## src/design/picds_pkg.sv

```systemverilog
// shared widths, codes and transfer types of the piecewise inverse-cdf sampler
// no dependencies; imported by every module of the block

package picds_pkg;

   localparam int OP_W       = 2;
   localparam int GROUP_W    = 5;
   localparam int INDEX_W    = 6;
   localparam int AGE_W      = 16;
   localparam int PROB_W     = 17;
   localparam int RAND_W     = 16;
   localparam int STATUS_W   = 2;
   localparam int WIDTH_W    = 16;
   localparam int CSR_IDX_W  = 2;
   localparam int CSR_DATA_W = 16;

   localparam int MAX_BANDS_DEFAULT  = 32;
   localparam int MAX_GROUPS_DEFAULT = 16;
   localparam int QUEUE_DEPTH        = 2;

   localparam logic [PROB_W-1:0] PROB_ONE = PROB_W'(65536);
   localparam logic [4:0]        DIV_STEPS = 5'd17;

   localparam logic [OP_W-1:0] OP_LOAD   = 2'd0;
   localparam logic [OP_W-1:0] OP_SAMPLE = 2'd1;
   localparam logic [OP_W-1:0] OP_QUERY  = 2'd2;
   localparam logic [OP_W-1:0] OP_RSVD   = 2'd3;

   localparam logic [STATUS_W-1:0] STATUS_OK        = 2'd0;
   localparam logic [STATUS_W-1:0] STATUS_RETRY     = 2'd1;
   localparam logic [STATUS_W-1:0] STATUS_NO_BAND   = 2'd2;
   localparam logic [STATUS_W-1:0] STATUS_BAD_GROUP = 2'd3;

   localparam logic [1:0] KIND_LOAD   = 2'd0;
   localparam logic [1:0] KIND_SAMPLE = 2'd1;
   localparam logic [1:0] KIND_QUERY  = 2'd2;
   localparam logic [1:0] KIND_FAIL   = 2'd3;

   localparam logic [CSR_IDX_W-1:0] CSR_BANDS_IN_USE  = 2'd0;
   localparam logic [CSR_IDX_W-1:0] CSR_GROUPS_IN_USE = 2'd1;
   localparam logic [CSR_IDX_W-1:0] CSR_BAND_WIDTH    = 2'd2;

   typedef struct packed {
      logic [INDEX_W-1:0] bands_in_use;
      logic [GROUP_W-1:0] groups_in_use;
      logic [WIDTH_W-1:0] band_width;
   } config_type;

   typedef struct packed {
      logic [1:0]          kind;
      logic [STATUS_W-1:0] fail_status;
      logic [GROUP_W-1:0]  group;
      logic [INDEX_W-1:0]  entry_index;
      logic [AGE_W-1:0]    entry_age;
      logic [PROB_W-1:0]   entry_prob;
      logic [RAND_W-1:0]   rand_band;
      logic [RAND_W-1:0]   rand_position;
      logic [AGE_W-1:0]    query_age;
   } entry_type;

endpackage

```

## src/design/picds_queue.sv

```systemverilog
// short queue between front and back end of the sampler
// holds classified items; uses picds_pkg

module picds_queue (
   input  logic                  clock,
   input  logic                  reset,
   input  logic                  push,
   input  picds_pkg::entry_type  push_entry,
   output logic                  full,
   output logic                  head_valid,
   output picds_pkg::entry_type  head,
   input  logic                  pop
);
   import picds_pkg::*;

   localparam int PW = (QUEUE_DEPTH > 1) ? $clog2(QUEUE_DEPTH) : 1;
   localparam logic [PW-1:0] LAST = PW'(QUEUE_DEPTH - 1);
   localparam logic [PW:0]   CAP  = (PW + 1)'(QUEUE_DEPTH);

   entry_type       slot_ff [QUEUE_DEPTH];
   logic [PW-1:0]   wr_ptr_ff, wr_ptr_in;
   logic [PW-1:0]   rd_ptr_ff, rd_ptr_in;
   logic [PW:0]     count_ff, count_in;

   assign full       = (count_ff == CAP);
   assign head_valid = (count_ff != '0);
   assign head       = slot_ff[rd_ptr_ff];

   always_comb begin
      wr_ptr_in = wr_ptr_ff;
      rd_ptr_in = rd_ptr_ff;
      count_in  = count_ff;
      if (push) begin
         wr_ptr_in = (wr_ptr_ff == LAST) ? '0 : wr_ptr_ff + 1'b1;
      end
      if (pop) begin
         rd_ptr_in = (rd_ptr_ff == LAST) ? '0 : rd_ptr_ff + 1'b1;
      end
      if (push && !pop) begin
         count_in = count_ff + 1'b1;
      end else if (pop && !push) begin
         count_in = count_ff - 1'b1;
      end
   end

   always_ff @(posedge clock) begin
      if (reset) begin
         wr_ptr_ff <= '0;
         rd_ptr_ff <= '0;
         count_ff  <= '0;
      end else begin
         wr_ptr_ff <= wr_ptr_in;
         rd_ptr_ff <= rd_ptr_in;
         count_ff  <= count_in;
      end
   end

   always_ff @(posedge clock) begin
      if (push) begin
         slot_ff[wr_ptr_ff] <= push_entry;
      end
   end

endmodule

```

## config.mk

```make
export PLATFORM = sky130hd
export DESIGN_NAME = picds_queue
export DESIGN_NICKNAME = d
export VERILOG_FILES = /design/src/design/picds_pkg.sv /design/src/design/picds_queue.sv
export SDC_FILE = /design/constraint.sdc
export NUM_CORES = 1
export LEC_CHECK = 0
export BUFFER_PORTS_ARGS = -buffer_cell sky130_fd_sc_hd__buf_4
export CAP_MARGIN = 10
export CORE_MARGIN = 3
export CORE_UTILIZATION = 25
export CTS_BUF_LIST = sky130_fd_sc_hd__clkbuf_4 sky130_fd_sc_hd__clkbuf_8
export DETAILED_ROUTE_END_ITERATION = 10
export HOLD_SLACK_MARGIN = 0.06
export PLACE_DENSITY = 0.54
export SLEW_MARGIN = 20
export SYNTH_ARGS = -nofsm -noshare
export SYNTH_HDL_FRONTEND = slang
export SYNTH_SLANG_ARGS = --single-unit
```

## constraint.sdc

```tcl
create_clock -name clock -period 8.49 [get_ports clock]
set_input_delay 1.698 -clock clock [delete_from_list [all_inputs] [get_ports clock]]
set_output_delay 1.698 -clock clock [all_outputs]
set_load 0.01 [all_outputs]
```

# == Word-level counts from Yosys, hierarchy flattened ==
# Memory sizes are Yosys's and may differ from the RTL's. A register that Yosys moved wholly into a read port is not among the register bits.
# Cells that the tools add are included.
# word_totals
ff_bits,4
mem_bits_rw,192
in_bits,100
output_inout_bits,98
word_cells,23
mem_count,1
# op_classes
n_addsub,4
eq_ne,1
muxes,8
reduce_logical,6
# memory_table
name,depth,width,read_ports,rd_clocked_by_memory_dff,write_ports,line,source
slot_ff,2,96,1,1,1,picds_queue.sv:20,entry_type slot_ff [QUEUE_DEPTH];
# op_table
operator,n
$mux W1,6
$mux W2,2
$reduce_bool A2 Y1,2
$add A1 B1 Y1 const B,2
$add A2 B1 Y2 const B,1
$eq A2 B2 Y1 const B,1
$logic_and A1 B1 Y1,2
$logic_not A1 Y1,2
$sub A2 B1 Y2 const B,1

# == Depth between registers and ports, before layout ==
# depth
ltp_word,4
mapped_depth,5
ltp_nobuf,5

# == Worst setup path after synthesis ==
# OpenSTA, ideal clock, no wires.
# synth_timing
path_kind,input -> register
start,input port push
end,memory slot_ff[0][0] (netlist bit) (enable)
setup_ps,563
arrival_time_ps,5879
required_time_ps,7927
slack_ps,2048
path_stages,1
n_path_buf,0
path_cell_list,nor2b_1
# synth_via
elab_chain_len,2
# synth_lines
element,line,source
start: declaration,picds_queue.sv:7,"input logic push,"
$mux W1,picds_queue.sv:59,if (push) begin
$mux W1 (implied by the code),picds_queue.sv:60,slot_ff[wr_ptr_ff] <= push_entry;
end: declaration,picds_queue.sv:20,
# No other way between the ends.

==> summary.txt <==
TritonCTS Sinks: 197
DP Worst Slack: 4.48 ns
crit path launch type: flop
metal2 WL: 7190 µm
fill count: 2780
Clock Skew: 0.0113 ns
Leakage: 3.55 nW
Post-CTS Setup Repair Bufs: 0
DRT Wirelength: 15100 µm
Resized Gates After CTS: 0
core area: 28800 µm²
Hold Buf Count CTS: 0
vias in the first global route: 3986
Critical path buffers and inverters: 2
Sw Pwr: 486 µW
placed cells: 895
CP max stage delay: 0.78 ns
WP data required: 6.79 ns
Int Power: 1.50 mW
Mapped Cells: 321
Pwr per Cell Area: 208 nW/µm²
Reg clk slew, reported paths: 0.10 ns
synth warn: 0
area of placed instances: 9210 µm²
DIE HEIGHT: 177 µm
CP Max Fanout: 61
1st-pass router iterations: 4
Yosys cell types: 19
Slew HR: 37.0%
Setup Viol. Count Final: 0
register bit total from synthesis: 197
min Tclk post-route: 4.42 ns
design area: 9550 µm²
final estimated routing congestion in global placement: 0.721
first-pass GRT wire length: 22200 µm
flop2flop setup slack: 6.32 ns
top layer in use: met4
cell family with most CP delay: buffers and inverters
crit-path cells: buf_4 -> mux2_2 -> buf_4
share of cells above drive strength 1: 61.1%
final setup TNS: 0 ns
I/O pin count: 198
Die Wd: 177 µm
Mapped Nets: 422
Hold Crit Class: flop to flop
post-layout util: 33.2%
DR vias/cell: 3.93
CTS tree: built
area of the multi-input gates: 1350 µm²
wl on met1: 6590 µm
final number of hold-violating endpoints: 0
DP HPWL: 10100 µm
Post-Syn Area: 7340 µm²
sequential share of power: 58.2%
final setup margin: 4.07 ns
port buffer count: 197
Max Clk Rate: 226 MHz
Critical-path top delay cell: buf_4
Design Power: 1.99 mW
Post-Layout Cell Count: 927
crit path kind: flop to output pin
final antenna-violating net count: 0
Cell Rows: 62
initial antenna violation count: 0
nets: 631
starting density of the core: 25.5%
First DRT Iteration DRCs: 222
Worst Setup End Kind: output pin
clock latency on the worst-skew pair: 0.44 ns
clock root cell: clkbuf_8
Residual DRC: 0
RSZ-0062 raised after global routing: false
gr ovfl total: 0
ant diodes: 0
combinational power share: 14.2%
Slew @ Worst Pin: 0.944 ns
most common cell after layout, fill and taps aside: buf_4
sw frac: 24.4%
via count: 3646
power share of the clock group: 27.6%
period utilization: 52.1%
status: completed
register area share after synthesis: 80.0%
CP dominant cell by count: buf_4
most frequent cells in the layout: 201 x buf_4, 192 x edfxtp_1, 56 x mux2_2
met3 wire len: 1250 µm
drt wl/cell: 16.3 µm
Max Slew Vio Count: 0
Max H-tree Level: 4
TritonCTS Buffers: 17
GRT Overall Usage: 9.31%
crit path DAT: 2.72 ns
Max-Cap Viols: 0
Max VDD drop: 71.5 µV
clk buf depth: 2
Syn Area/Cell: 22.9 µm²
synth-to-layout area growth: 30.2%
Hold WS: 0.534 ns
full die area: 31400 µm²
FF/Latch Area: 5870 µm²
largest net degree at the start of global routing: 62
## power groups by stage
stage          Combinational, mW  Sequential (mW)  Clock, mW
6_report                   0.282             1.16      0.549
5_1_grt                    0.305             1.16      0.615
4_1_cts                    0.290             1.16      0.581
3_5_place_dp               0.289             1.18          0
3_3_place_gp               0.285             1.18          0
2_1_floorplan              0.156             1.17          0
## worst paths after layout
| path | start | end | cells after the start |
|---|---|---|---|
| max | flop | head[88] | 3 |
| min | count_ff[1] | count_ff[1] | 2 |
| max reg2reg | wr_ptr_ff | slot_ff[1][19] | 2 |
| min reg2reg | count_ff[1] | count_ff[1] | 2 |
## cell type report
cell class / instances / area share, %
flip-flops and latches: 197 / 61.4
repair buffers: 201 / 15.8
multi-input cells: 112 / 14.1
well taps: 384 / 5.03
clock buffers: 18 / 2.53
clock inverters: 14 / 1.10
inverters: 1 / 0.0393
## kinds of logic after synthesis
| group | share of synthesized area, % |
|---|---|
| AOI/OAI and AO/OA | 0.136 |
| xor gates and xnor gates | 0.478 |
| adders and majority gates | 0.171 |
| buffers and inverters | 1.84 |
| DFF | 80.0 |
| muxes | 16.8 |
| and+or+nand+nor | 0.631 |
## registers in the layout, indices dropped and copies added (netlist names), named ones only
register / flops
count_ff: 2
rd_ptr_ff: 1
slot_ff: 192
wr_ptr_ff: 1
## synthesized netlist by cell type, drive strengths merged
master / instances / share of area (%)
o21ai: 1 / 0.068
edfxtp: 192 / 79
or2: 1 / 0.085
nor2: 4 / 0.20
xor2: 2 / 0.24
mux2: 96 / 17
a21oi: 1 / 0.068
xnor2: 2 / 0.24
inv: 1 / 0.051
ha: 1 / 0.17
or3: 1 / 0.085
and2: 1 / 0.085
buf: 11 / 1.8
nor2b: 2 / 0.17
dfxtp: 5 / 1.4
## routing by layer
metal,up-vias,global-route usage [%]
met3,5,3.81
met5,-,0
met4,0,2.65
met1,1834,11.5
li1,1675,-
met2,132,15.0
## tightest hold or removal path, cell delays in order, from the launching register on
cell and delay (ns):
dfxtp_1 0.34, o21ai_0 0.09, a21oi_1 0.07
(Power assumes the default switching activity.)
