--- src/design/picds_pkg.sv ---
// shared widths, codes and transfer types of the piecewise inverse-cdf sampler
// no dependencies; imported by every module of the block

package picds_pkg;

   localparam int OP_W       = 2;
   localparam int GROUP_W    = 5;
   localparam int INDEX_W    = 6;
   localparam int AGE_W      = 16;
   localparam int PROB_W     = 17;
   localparam int RAND_W     = 16;
   localparam int STATUS_W   = 2;
   localparam int WIDTH_W    = 16;
   localparam int CSR_IDX_W  = 2;
   localparam int CSR_DATA_W = 16;

   localparam int MAX_BANDS_DEFAULT  = 32;
   localparam int MAX_GROUPS_DEFAULT = 16;
   localparam int QUEUE_DEPTH        = 2;

   localparam logic [PROB_W-1:0] PROB_ONE = PROB_W'(65536);
   localparam logic [4:0]        DIV_STEPS = 5'd17;

   localparam logic [OP_W-1:0] OP_LOAD   = 2'd0;
   localparam logic [OP_W-1:0] OP_SAMPLE = 2'd1;
   localparam logic [OP_W-1:0] OP_QUERY  = 2'd2;
   localparam logic [OP_W-1:0] OP_RSVD   = 2'd3;

   localparam logic [STATUS_W-1:0] STATUS_OK        = 2'd0;
   localparam logic [STATUS_W-1:0] STATUS_RETRY     = 2'd1;
   localparam logic [STATUS_W-1:0] STATUS_NO_BAND   = 2'd2;
   localparam logic [STATUS_W-1:0] STATUS_BAD_GROUP = 2'd3;

   localparam logic [1:0] KIND_LOAD   = 2'd0;
   localparam logic [1:0] KIND_SAMPLE = 2'd1;
   localparam logic [1:0] KIND_QUERY  = 2'd2;
   localparam logic [1:0] KIND_FAIL   = 2'd3;

   localparam logic [CSR_IDX_W-1:0] CSR_BANDS_IN_USE  = 2'd0;
   localparam logic [CSR_IDX_W-1:0] CSR_GROUPS_IN_USE = 2'd1;
   localparam logic [CSR_IDX_W-1:0] CSR_BAND_WIDTH    = 2'd2;

   typedef struct packed {
      logic [INDEX_W-1:0] bands_in_use;
      logic [GROUP_W-1:0] groups_in_use;
      logic [WIDTH_W-1:0] band_width;
   } config_type;

   typedef struct packed {
      logic [1:0]          kind;
      logic [STATUS_W-1:0] fail_status;
      logic [GROUP_W-1:0]  group;
      logic [INDEX_W-1:0]  entry_index;
      logic [AGE_W-1:0]    entry_age;
      logic [PROB_W-1:0]   entry_prob;
      logic [RAND_W-1:0]   rand_band;
      logic [RAND_W-1:0]   rand_position;
      logic [AGE_W-1:0]    query_age;
   } entry_type;

endpackage

--- src/design/picds_front.sv ---
// front end: takes request transfers, checks op, group and load index,
// saturates load probabilities; uses picds_pkg

module picds_front #(
   parameter int MAX_BANDS  = picds_pkg::MAX_BANDS_DEFAULT,
   parameter int MAX_GROUPS = picds_pkg::MAX_GROUPS_DEFAULT
) (
   input  logic                                 req_valid,
   output logic                                 req_stall,
   input  logic [picds_pkg::OP_W-1:0]           req_op,
   input  logic [picds_pkg::GROUP_W-1:0]        req_group,
   input  logic [picds_pkg::INDEX_W-1:0]        req_entry_index,
   input  logic [picds_pkg::AGE_W-1:0]          req_entry_age,
   input  logic [picds_pkg::PROB_W-1:0]         req_entry_prob,
   input  logic [picds_pkg::RAND_W-1:0]         req_rand_band,
   input  logic [picds_pkg::RAND_W-1:0]         req_rand_position,
   input  logic [picds_pkg::AGE_W-1:0]          req_query_age,
   input  picds_pkg::config_type                cfg,
   input  logic                                 queue_full,
   output logic                                 push,
   output picds_pkg::entry_type                 push_entry
);
   import picds_pkg::*;

   logic group_ok;
   logic index_ok;

   assign req_stall = queue_full;
   assign push      = req_valid && !queue_full;

   assign group_ok = (req_group != '0) && (req_group <= cfg.groups_in_use)
                     && (int'(req_group) <= MAX_GROUPS);
   assign index_ok = (req_entry_index != '0) && (int'(req_entry_index) <= MAX_BANDS);

   always_comb begin
      push_entry.fail_status   = STATUS_NO_BAND;
      push_entry.group         = req_group;
      push_entry.entry_index   = req_entry_index;
      push_entry.entry_age     = req_entry_age;
      push_entry.entry_prob    = (req_entry_prob > PROB_ONE) ? PROB_ONE : req_entry_prob;
      push_entry.rand_band     = req_rand_band;
      push_entry.rand_position = req_rand_position;
      push_entry.query_age     = req_query_age;
      push_entry.kind          = KIND_FAIL;
      unique case (req_op)
         OP_LOAD: begin
            if (!group_ok) begin
               push_entry.fail_status = STATUS_BAD_GROUP;
            end else if (index_ok) begin
               push_entry.kind = KIND_LOAD;
            end
         end
         OP_SAMPLE: begin
            if (!group_ok) begin
               push_entry.fail_status = STATUS_BAD_GROUP;
            end else begin
               push_entry.kind = KIND_SAMPLE;
            end
         end
         OP_QUERY: begin
            if (!group_ok) begin
               push_entry.fail_status = STATUS_BAD_GROUP;
            end else begin
               push_entry.kind = KIND_QUERY;
            end
         end
         OP_RSVD: begin
            push_entry.fail_status = STATUS_NO_BAND;
         end
         default: begin
            push_entry.kind = KIND_FAIL;
         end
      endcase
   end

endmodule

--- config.mk ---
export PLATFORM = sky130hd
export DESIGN_NAME = picds_front
export DESIGN_NICKNAME = d
export VERILOG_FILES = /design/src/design/picds_pkg.sv /design/src/design/picds_front.sv
export SDC_FILE = /design/constraint.sdc
export NUM_CORES = 1
export LEC_CHECK = 0
export ABC_AREA = 0
export BUFFER_PORTS_ARGS = -buffer_cell sky130_fd_sc_hd__clkbuf_2
export CELL_PAD_IN_SITES_DETAIL_PLACEMENT = 0
export CELL_PAD_IN_SITES_GLOBAL_PLACEMENT = 1
export CORE_ASPECT_RATIO = 0.9
export CORE_MARGIN = 5
export CORE_UTILIZATION = 11
export DETAILED_ROUTE_END_ITERATION = 8
export PLACE_DENSITY = 0.83
export SLEW_MARGIN = 10
export SYNTH_ARGS = -nofsm -noshare
export SYNTH_HDL_FRONTEND = slang
export SYNTH_SLANG_ARGS = --single-unit
export TNS_END_PERCENT = 100
--- constraint.sdc ---
create_clock -name vclk -period 0.95
set_input_delay 0.0475 -clock vclk [all_inputs]
set_output_delay 0.0475 -clock vclk [all_outputs]
set_load 0.05 [all_outputs]
* Word-level counts from Yosys, hierarchy flattened
Index checks and enable logic that the tools add are counted.
** Word-level totals
- Output and inout port bits :: 98
- Bits of input ports :: 123
- Logic and storage cells :: 23
- Bits in registers :: 0
** Cells by class
- Reduce and logical (&&, ||, !) cells :: 9
- $lt $le $gt $ge :: 4
- Mux-type cells :: 7
- Equal/unequal tests :: 3
** Operators by type and width (number)
- $gt 17x17->1 const B :: 1
- $mux 17 :: 1
- $le 6x6->1 const B :: 1
- $mux 2 :: 3
- $pmux 2 s3 :: 1
- $reduce_bool 6->1 :: 1
- $le 5x5->1 :: 1
- $le 5x5->1 const B :: 1
- $reduce_bool 5->1 :: 1
- $eq 2x2->1 const B :: 2
- $logic_and 1x1->1 :: 4
- $pmux 2 s2 :: 1
- $reduce_or 3->1 :: 1
- $eq 2x1->1 const B :: 1
- $logic_not 2->1 :: 1
- $logic_not 1->1 :: 1
- $mux 1 :: 1

* Longest topological paths before layout
- Word-level depth :: 5
- Gate-level depth with buffers :: 6
- Depth with buffers taken out :: 6

* Least setup slack after synthesis
OpenSTA, ideal clock, no wires.
- Path kind :: input to output
- From :: in req_entry_index[0] in the netlist's numbering
- To :: out push_entry[94] in the netlist's numbering
- Data arrival time :: 1534 ps
- Slack :: -632 ps
- Data required time :: 902 ps
- Stages on the path :: 4
- Path through :: or4_4 -> nor2_4 -> xnor2_1 -> o211ai_1
** RTL lines
- start, declared :: RTL line picds_front.sv:12 : input logic [picds_pkg::INDEX_W-1:0] req_entry_index,
- end, declared :: RTL line picds_front.sv:21 : output picds_pkg::entry_type push_entry

==> reports/qor.yml <==
synthesis:
  syn_nets: 258
  synth_seq_area_share: 0
  synthMuxAreaShare: 0
  post-synth-top-area-cell: "buf_4"
  ys_warn_count: 0
  synth_area_leaders: "buf_4 62%, nor2b_1 11%, ha_1 6.7%, inv_1 3.6%, nor4_1 3.3%"
  syn_avg_cell_area_um2: 7.20
  synth_top_area_frac: 0.618
  synth_top_family_by_area: "buffers and inverters"
  synth-xor-area-share: 0.0187
  syn-cell-area_um2: 936
  synth_compound_area_frac: 0.0642
  synth_cell_types: 18
  postSynthCellCount: 130
  synthSimpleGateAreaFrac: 0.189
  synthAdderAreaFrac: 0.0668
timing:
  grt_setup_unrepaired: "true"
  post-route-min-period_ns: 1.38
  max_freq_ghz: 0.726
  finalSetupViolCount: 13
  hold_viol_final: 0
  fin_crit_sh: 1.45
  fin_ws_ns: -0.427
  finalMaxSlewViolations: 0
route:
  drt_iter0_drc: 17
  drt_first_pass_iters: 2
  wl_per_cell_um: 9.35
  routed_wl_um: 2380
  drc: 0
  antenna_left: 0
  avgViaCountPerCell: 3.05
  vias: 774
global_route:
  grt_pass1_vias: 866
  antenna_found_initial: 0
  grt_pass1_wl_um: 3750
  grt_overflow: 0
  gr-usage-all-layers: 0.0414
  grt_max_degree: 8
critical_path:
  endpoint_kind: "output port"
  critPathSlowestCell: "or2_4"
  cp_max_fo: 3
  path_buf_inv: 3
  start_kind: "input port"
  worstPathArrival_ns: 1.33
  critical-path-max-stage-delay_ns: 0.27
  crit_type: "input port to output port"
  critical_path.cell_chain: "buf_8 -> inv_12 -> ha_4 -> nand4_1 -> or2_4 -> a21oi_4 -> o211ai_1 -> clkbuf_8"
  required_ns: 0.90
  path_delay_family: "simple AND/OR/NAND/NOR gates"
final_layout:
  layout.area.seq_um2: 0
  layout.nets: 265
  layout.cells.non_filler: 254
  synthToLayoutAreaGrowth_pct: 55.5
  fillCellCount: 926
  antenna_cells: 0
  nClkBuffers: 0
  post_route_cells_drive_above_1_share: 0.844
  multi_input_area_um2: 567
  design_area_um2: 1460
  seq_cell_count: 0
place:
  postPlaceCellArea_um2: 1260
  numPortBuffers: 70
  dpl.cell_count: 252
  gp_congestion: 0.704
  hpwlAfterDp_um: 2070
floorplan:
  rows: 32
  die_w_um: 107
  core-area_um2: 8450
  die-area_um2: 10500
  die_y_um: 97.5
  initial_core_util: 0.111
  io_pins: 221
status:
  status: "finished, violations left"
  failed_checks: "setup timing"
pwr:
  p_leak_nw: 0.656
  p_per_area_nw_per_um2: 604
  vdd_drop_max_mv: 0.258
clock_tree:
  cts_hold_buffers: 0
min_path:
  hold_path_class: "input port to output port"
flow_run:
  maxCapViolations: 0
-- power breakdown --
part           internal (mW)  total [mW]  switching, mW
combinational          0.367       0.879          0.512
sequential                 0           0              0
clock                      0           0              0
-- path summary, 6_finish.rpt --
path                              from        endpoint  cells past startpoint
setup / recovery               cfg[18]  push_entry[95]                      8
hold / removal    req_rand_position[9]  push_entry[25]                      0
-- layer usage --
layer	global-route usage	part of all wire	routed length [um]	up-vias
li1	-	-	-	346
met5	0	0	0	-
met2	0.0823	0.49	1170	75
met3	0.0113	0.15	363	24
met1	0.0353	0.29	684	329
met4	0.0256	0.067	160	0
-- through the flow --
step                utilization  setup slack, ns  setup TNS (ns)  hold WS, ns  power [mW]
global route              0.172           -0.507           -4.62       0.0951       0.933
global placement          0.149           -0.602           -4.53       0.0953       0.766
CTS                       0.168           -0.440           -4.38       0.0953       0.867
floorplan                     -           -0.632           -3.79        0.189        1.24
detailed placement        0.149           -0.649           -4.88       0.0953       0.778
finish                    0.172           -0.427           -3.79       0.0950       0.879
-- synth_stat cells --
cell	instances
or4_4	1
buf_4	77
nor2b_1	17
a21oi_1	4
o211ai_1	2
or2_2	1
nor2_4	1
xor2_1	1
o221ai_1	1
clkbuf_1	1
conb_1	1
inv_1	9
nand2_1	1
nand4_1	1
ha_1	5
xnor2_1	1
a41oi_2	1
nor4_1	5
-- cells by family (layout without fill, tap and decap cells) --
family | Yosys count | count (layout)
AO/OA/AOI/OAI | 8 | 8
XOR/XNOR | 2 | 2
buffers and inverters | 87 | 92
adder cells (fa/ha/maj) | 5 | 5
AND/OR/NAND/NOR | 27 | 27
other | 1 | 1
-- layout make-up --
type,count,share of cell area
Timing Repair Buffer,83,0.469
Multi-Input combinational cell,43,0.390
Tap cell,119,0.102
Inverter,9,0.0387
-- layout by cell type (no fill, tap or decap) --
master	netlist	layout
nor2b_1	17	7
buf_4	77	11
buf_6	0	3
o211ai_1	2	2
inv_12	0	1
nor2b_4	0	10
nand2_1	1	1
inv_6	0	1
clkbuf_16	0	1
a21oi_2	0	1
a41oi_4	0	1
ha_4	0	4
a21oi_1	4	1
nand4_1	1	1
buf_2	0	1
ha_1	5	1
or4_4	1	1
conb_1	1	1
xnor2_1	1	1
o221ai_2	0	1
or2_4	0	1
inv_4	0	2
a21oi_4	0	2
nor4_4	0	5
inv_1	9	5
clkbuf_8	0	3
xor2_1	1	1
nor2_4	1	1
buf_8	0	10
buf_12	0	5
clkbuf_2	0	49
-- what timing repair did --
item,4_1_cts,5_1_grt
resized for setup,28,23
setup endpoints to repair,13,13
buffers inserted,1,0
hold endpoints to repair,0,0
pin swaps,9,9
cloned,1,0
(Power assumes the default switching activity.)
